<file path="config.mk">
export PLATFORM = sky130hd
export DESIGN_NAME = lrud_cell
export DESIGN_NICKNAME = d
export VERILOG_FILES = /design/src/sv/lrud_pkg.sv /design/src/sv/lrud_cell.sv
export SDC_FILE = /design/constraint.sdc
export NUM_CORES = 1
export LEC_CHECK = 0
export BUFFER_PORTS_ARGS = -buffer_cell sky130_fd_sc_hd__buf_4
export CAP_MARGIN = 25
export CORE_AREA = 2 2 173 175
export DETAILED_ROUTE_END_ITERATION = 10
export DIE_AREA = 0 0 175 177
export PLACE_DENSITY_LB_ADDON = 0.08
export SYNTH_ARGS = -nofsm -noshare
export SYNTH_HDL_FRONTEND = slang
export SYNTH_SLANG_ARGS = --single-unit
</file>
<file path="constraint.sdc">
create_clock -name clk -period 3.3 [get_ports clk]
set_clock_uncertainty 0.05 [all_clocks]
set_input_delay 0.165 -clock clk [delete_from_list [all_inputs] [get_ports clk]]
set_output_delay 0.165 -clock clk [all_outputs]
set_load 0.1 [all_outputs]
</file>
<file path="src/sv/lrud_pkg.sv">
`default_nettype none
package lrud_pkg;
  localparam int unsigned DefaultEntries = 16;
  localparam logic [31:0] FloorReset = 32'd1048576;

  typedef enum logic [2:0] {
    KIND_LOOKUP   = 3'd0,
    KIND_START    = 3'd1,
    KIND_CANCEL   = 3'd2,
    KIND_PIN      = 3'd3,
    KIND_UNPIN    = 3'd4,
    KIND_DONE     = 3'd5,
    KIND_PRESSURE = 3'd6,
    KIND_NONE     = 3'd7
  } kind_t;

  localparam logic [2:0] ST_DONE = 3'd0;
  localparam logic [2:0] ST_PRESENT = 3'd1;
  localparam logic [2:0] ST_NO_ENTRY = 3'd2;
  localparam logic [2:0] ST_FULL = 3'd3;
  localparam logic [2:0] ST_NO_EVICT = 3'd4;
  localparam logic [2:0] ST_NO_PRESSURE = 3'd5;

  // Search token that travels down the row of cells.
  typedef struct packed {
    logic        found;
    logic [7:0]  found_slot;
    logic        free;
    logic [7:0]  free_slot;
    logic        cand;
    logic [7:0]  cand_slot;
    logic [31:0] cand_time;
    logic [31:0] cand_key;
    logic [39:0] cand_size;
    logic        found_complete;
    logic        found_downloading;
    logic [8:0]  count;
  } scan_t;

  // Command broadcast to all cells.
  typedef struct packed {
    logic        search;
    logic        write;
    logic [7:0]  slot;
    logic        set_valid;
    logic        clr_valid;
    logic        new_entry;
    logic        touch;
    logic        clr_dl;
    logic        set_done;
    logic [31:0] key;
    logic [31:0] now;
    logic [39:0] size;
    logic        pin_valid;
    logic [31:0] pin_key;
  } cmd_t;
endpackage
`default_nettype wire

</file>
<file path="src/sv/lrud_cell.sv">
`default_nettype none
module lrud_cell (
  input  wire logic           clk,
  input  wire logic           rst,
  input  wire logic [7:0]     my_slot,
  input  wire lrud_pkg::cmd_t cmd,
  input  wire lrud_pkg::scan_t scan_in,
  output lrud_pkg::scan_t     scan_out
);
  import lrud_pkg::*;

  logic        valid;
  logic [31:0] key;
  logic        complete;
  logic        downloading;
  logic [31:0] last_access;
  logic [39:0] size;
  logic        hit_me;
  logic        evictable;
  scan_t       scan_next;

  always_ff @(posedge clk) begin
    if (rst) begin
      valid <= 1'b0;
    end else if (cmd.write && cmd.slot == my_slot) begin
      if (cmd.set_valid) valid <= 1'b1;
      if (cmd.clr_valid) valid <= 1'b0;
    end
  end

  always_ff @(posedge clk) begin
    if (cmd.write && cmd.slot == my_slot) begin
      if (cmd.new_entry) begin
        key <= cmd.key;
        complete <= 1'b0;
        downloading <= 1'b1;
        size <= '0;
      end
      if (cmd.touch || cmd.new_entry) last_access <= cmd.now;
      if (cmd.clr_dl) downloading <= 1'b0;
      if (cmd.set_done) begin
        complete <= 1'b1;
        size <= cmd.size;
      end
    end
    scan_out <= scan_next;
  end

  always_comb begin
    scan_next = scan_in;
    if (cmd.search) begin
      scan_next.count = scan_in.count + {8'd0, valid};
      if (hit_me) begin
        scan_next.found = 1'b1;
        scan_next.found_slot = my_slot;
        scan_next.found_complete = complete;
        scan_next.found_downloading = downloading;
      end
      if (!valid && !scan_in.free) begin
        scan_next.free = 1'b1;
        scan_next.free_slot = my_slot;
      end
      if (evictable && (!scan_in.cand || last_access < scan_in.cand_time)) begin
        scan_next.cand = 1'b1;
        scan_next.cand_slot = my_slot;
        scan_next.cand_time = last_access;
        scan_next.cand_key = key;
        scan_next.cand_size = size;
      end
    end
  end

  assign hit_me = valid && key == cmd.key && !scan_in.found;
  assign evictable = valid && !downloading && !(cmd.pin_valid && key == cmd.pin_key);
endmodule
`default_nettype wire

</file>
Yosys cells after proc, flatten, opt, wreduce, memory -nomap -nowiden
Cells that the tools add are included.
{"block": "classes", "add_sub_neg": 1, "magnitude_cmp": 1, "eq_ne": 3, "muxes": 11, "n_reduce_logical": 24}
{"cell": "$mux W142", "count": 1}
{"cell": "$mux W113", "count": 1}
{"cell": "$mux W40", "count": 2}
{"cell": "$eq A32 B32 Y1", "count": 2}
{"cell": "$lt A32 B32 Y1", "count": 1}
{"cell": "$mux W9", "count": 2}
{"cell": "$reduce_and A2 Y1", "count": 5}
{"cell": "$add A9 B1 Y9", "count": 1}
{"cell": "$eq A8 B8 Y1", "count": 1}
{"cell": "$logic_and A1 B1 Y1", "count": 8}
{"cell": "$logic_not A1 Y1", "count": 6}
{"cell": "$reduce_bool A2 Y1", "count": 3}
{"cell": "$mux W1", "count": 4}
{"cell": "$logic_or A1 B1 Y1", "count": 2}
{"cell": "$mux W2", "count": 1}
{"block": "word_totals", "regBits": 249, "elab_cells": 58}

Logic depth before layout (Yosys ltp)
{"block": "depth", "ltp_word": 7, "depth_mapped": 10, "depth_no_buf": 8}

Worst setup path after synthesis
Ideal clock, no wire load.
{"block": "synth_timing", "kind": "input-to-reg", "startpoint": "input my_slot[2]", "endpoint": "register complete, enable pin", "t_arrival_ns": 2.206, "path_slack_ns": 0.643, "cell_stages": 5, "path_buffers": 0, "path_cell_list": "xor2_1 nor4_1 nand3_1 nor4_1 o21a_1"}
{"block": "synth_via", "elab_chain_len": 3}
{"element": "start, declared", "line_no": "lrud_cell.sv:5", "source": "input wire logic [7:0] my_slot,"}
{"element": "$eq A8 B8 Y1", "line_no": "lrud_cell.sv:32", "source": "if (cmd.write && cmd.slot == my_slot) begin"}
{"element": "$logic_and A1 B1 Y1", "line_no": "lrud_cell.sv:32"}
{"element": "$reduce_and A2 Y1 (no source line)"}
{"element": "end signal, assigned", "line_no": "lrud_cell.sv:35", "source": "complete <= 1'b0;"}
{"element": "end signal, assigned", "line_no": "lrud_cell.sv:42", "source": "complete <= 1'b1;"}
{"element": "end, declared", "line_no": "lrud_cell.sv:14", "source": "logic complete;"}
No other way between the ends.
A chain may end at the register's enable or synchronous reset.

==> impl_metrics.py <==
metrics = {
    "logic_synthesis": {
        "syn-num-nets": 1019,
        "async_flop_share_pct": 0,
        "ys_ff_latch": 249,
        "ys_types": 40,
        "syn_avg_cell_area_um2": 14.72,
        "synth_enable_flop_cells": 106,
        "synth-main-ff-cell": "dfxtp_1",
        "syn_inst": 681,
        "yosys_warnings": 0,
        "synthesis.area_um2": 10030,
        "seq_area_frac_synth_pct": 60.30,
    },
    "global_routing": {
        "grt_max_degree": 43,
        "antenna_found_initial": 2,
        "grt_overflow": 0,
        "track_usage_pct": 20.40,
        "grt_pass1_wl_um": 48650,
        "first_global_vias": 8802,
    },
    "route": {
        "dr_wl_met2_um": 16660,
        "final_antenna_net_count": 0,
        "vias_per_cell": 4.319,
        "dr.first_iter.drc_count": 257,
        "wl_met3_um": 2427,
        "maxUsedRoutingLayer": "met4",
        "wire_per_inst_um": 17.69,
        "drc": 0,
        "drt-pass1-iter-count": 4,
        "wl_met1_um": 12770,
        "vias": 7995,
        "routed_wirelength_um": 32750,
    },
    "setup_path": {
        "worstSetupStartpointType": "flop",
        "worstPathRequired_ns": 3.67,
        "cp_max_fo": 10,
        "crit_arrival_ns": 3.50,
        "end_kind": "flop",
        "crit_type": "flop to flop",
    },
    "final_layout": {
        "area_delta_synth_final_pct": 75.58,
        "final_common_cell": "buf_4",
        "mostFrequentLayoutCells": "452 x buf_4, 285 x dlygate4sd3_1, 143 x dfxtp_1",
        "final_nets": 1775,
        "drive_above_1_share_pct": 42.49,
        "stdcell_count": 1851,
    },
    "clock_network": {
        "cts_tree": "built",
        "clk_latency_ns": 0.53,
        "cts_buffer_depth": 3,
        "cts_setup_buffers": 0,
        "cts_sinks": 249,
        "cts-buffers-inserted": 29,
        "clk_pin_slew_ns": 0.06,
        "cts-root-buf": "clkbuf_16",
        "htreeDepth": 1,
    },
    "flow_run": {
        "max_cap_viol_count": 0,
    },
    "sta": {
        "final_max_slew_viol_count": 0,
        "hold_violations": 0,
        "period_needed_ns": 3.133,
        "worst_pin_slew_ns": 0.8417,
        "finalCritPeriodShare_pct": 94.93,
        "slew_headroom_pct": 43.68,
        "setup_violations": 0,
        "tns_ns": 0,
        "clock.fmax_mhz": 319.2,
        "rsz0062_at_grt": "false",
    },
    "power_and_ir_drop": {
        "pwr-share-clk_pct": 36.6,
        "p_seq_share_pct": 42.0,
        "p_comb_share_pct": 21.4,
        "peakVddDrop_mv": 0.3581,
        "power.internal_mw": 5.721,
        "p_per_area_nw_per_um2": 452.1,
        "p_leak_nw": 7.700,
        "p_sw_share_pct": 28.10,
        "power_switching_mw": 2.236,
    },
    "floorplanning": {
        "die_h_um": 177,
        "placeableCoreArea_um2": 29240,
        "die_area_um2": 30980,
        "ios": 447,
        "dieWidth_um": 175,
        "rows": 63,
        "start_util_pct": 34.28,
    },
    "place": {
        "gp_congestion": 0.7604,
        "placed_cells": 1511,
        "place_hpwl_um": 24040,
        "portBuffers": 446,
    },
    "outcome": {
        "outcome": "finished, final reports clean",
    },
    "hold_path": {
        "hold_path_class": "input port to flop",
    },
}
worst max-delay path, cell delays in order (launching register included):
cell and delay [ns]:
edfxtp_1 0.44, xor2_1 0.19, nor4_1 0.40, nand4_1 0.17
or4_4 0.62, nor2_8 0.24, mux2_1 0.35, dlygate4sd3_1 0.56
cell families (layout without fill, tap and decap cells):
group | Yosys count | after routing | share of synthesized area, %
adders and majority gates | 33 | 33 | 4.118
other | 0 | 2 | 0
xor gates and xnor gates | 79 | 79 | 6.901
buffers and inverters | 49 | 827 | 2.508
and+or+nand+nor | 107 | 107 | 6.190
DFF | 249 | 249 | 60.30
AOI/OAI and AO/OA | 32 | 32 | 2.159
muxes | 132 | 132 | 17.82
stage by stage:
step	area (um2)	setup slack [ns]	hold WS [ns]	utilization [%]	power (mW)
2_1_floorplan	10030	0.6430	0.1878	-	4.299
3_3_place_gp	13870	0.4706	0.2831	47.43	4.819
3_5_place_dp	13870	0.3966	0.2775	47.43	4.823
4_1_cts	17590	0.09145	0.01816	60.13	8.056
5_1_grt	17600	0.06167	0.03990	60.19	8.249
6_report	17600	0.1673	0.05151	60.19	7.958
synth_stat cells (2+ instances only):
cell type	n	area (um2)
buf_6	8	90.09
nor3_1	3	15.01
inv_1	33	123.9
and3_1	3	18.77
ha_1	33	412.9
clkbuf_1	4	15.01
dfxtp_1	143	2863
xnor2_1	15	131.4
a21oi_1	12	60.06
mux2_1	12	135.1
o21a_1	3	22.52
nand2_1	15	56.30
o21ai_0	4	20.02
nor2_1	9	33.78
nand3_1	6	30.03
nor4_1	15	93.84
mux2_4	80	1201
nand4_1	7	43.79
edfxtp_1	106	3183
a21o_1	2	15.01
mux2_2	40	450.4
nand2b_1	4	25.02
buf_2	3	15.01
xor2_1	64	560.5
a221o_1	2	20.02
and2_1	41	256.5
final cells by class:
class,count,area [um2]
repair buffers,741,6326
clock inverters,10,45.04
clock buffers,43,818.3
inverters,33,123.9
well taps,390,488.0
flip-flops and latches,249,6046
multi-input cells,383,3751
diodes,2,5.005
fillers,2381,11640
flip-flops by register name (all words and copies together) (netlist names):
| name | count |
|---|---|
| size | 40 |
| scan_out | 142 |
| downloading | 1 |
| complete | 1 |
| valid | 1 |
| key | 32 |
| last_access | 32 |
repair_timing:
item	in CTS	in global routing
gates resized for setup	0	2
endpoints found under the hold margin	249	0
setup endpoints to repair	0	10
hold buffers	285	0
routing by layer:
layer  track usage [%]  vias to the layer above
met5                 0                        -
met4             5.521                        0
met3             6.014                       51
met2             37.47                      305
met1             22.99                     3706
li1                  -                     3933
power groups by stage:
| stage | sequential [mW] | combinational (mW) | clock, mW |
|---|---|---|---|
| 6_report | 3.34 | 1.71 | 2.91 |
| 3_5_place_dp | 3.41 | 1.42 | 0 |
| 4_1_cts | 3.34 | 1.71 | 3.01 |
| 3_3_place_gp | 3.40 | 1.41 | 0 |
| 2_1_floorplan | 4.10 | 0.202 | 0 |
| 5_1_grt | 3.35 | 1.78 | 3.12 |
final timing paths:
| path | start | to | slack [ns] | cells past startpoint |
|---|---|---|---|---|
| max | key[20] | scan_out[133] | 0.17 | 7 |
| min reg2reg | size[1] | scan_out[12] | 0.41 | 1 |
| min | cmd[137] | complete | 0.05 | 1 |
| max reg2reg | key[20] | scan_out[133] | 0.17 | 7 |
No activity file was read; power rests on OpenSTA's default activity.
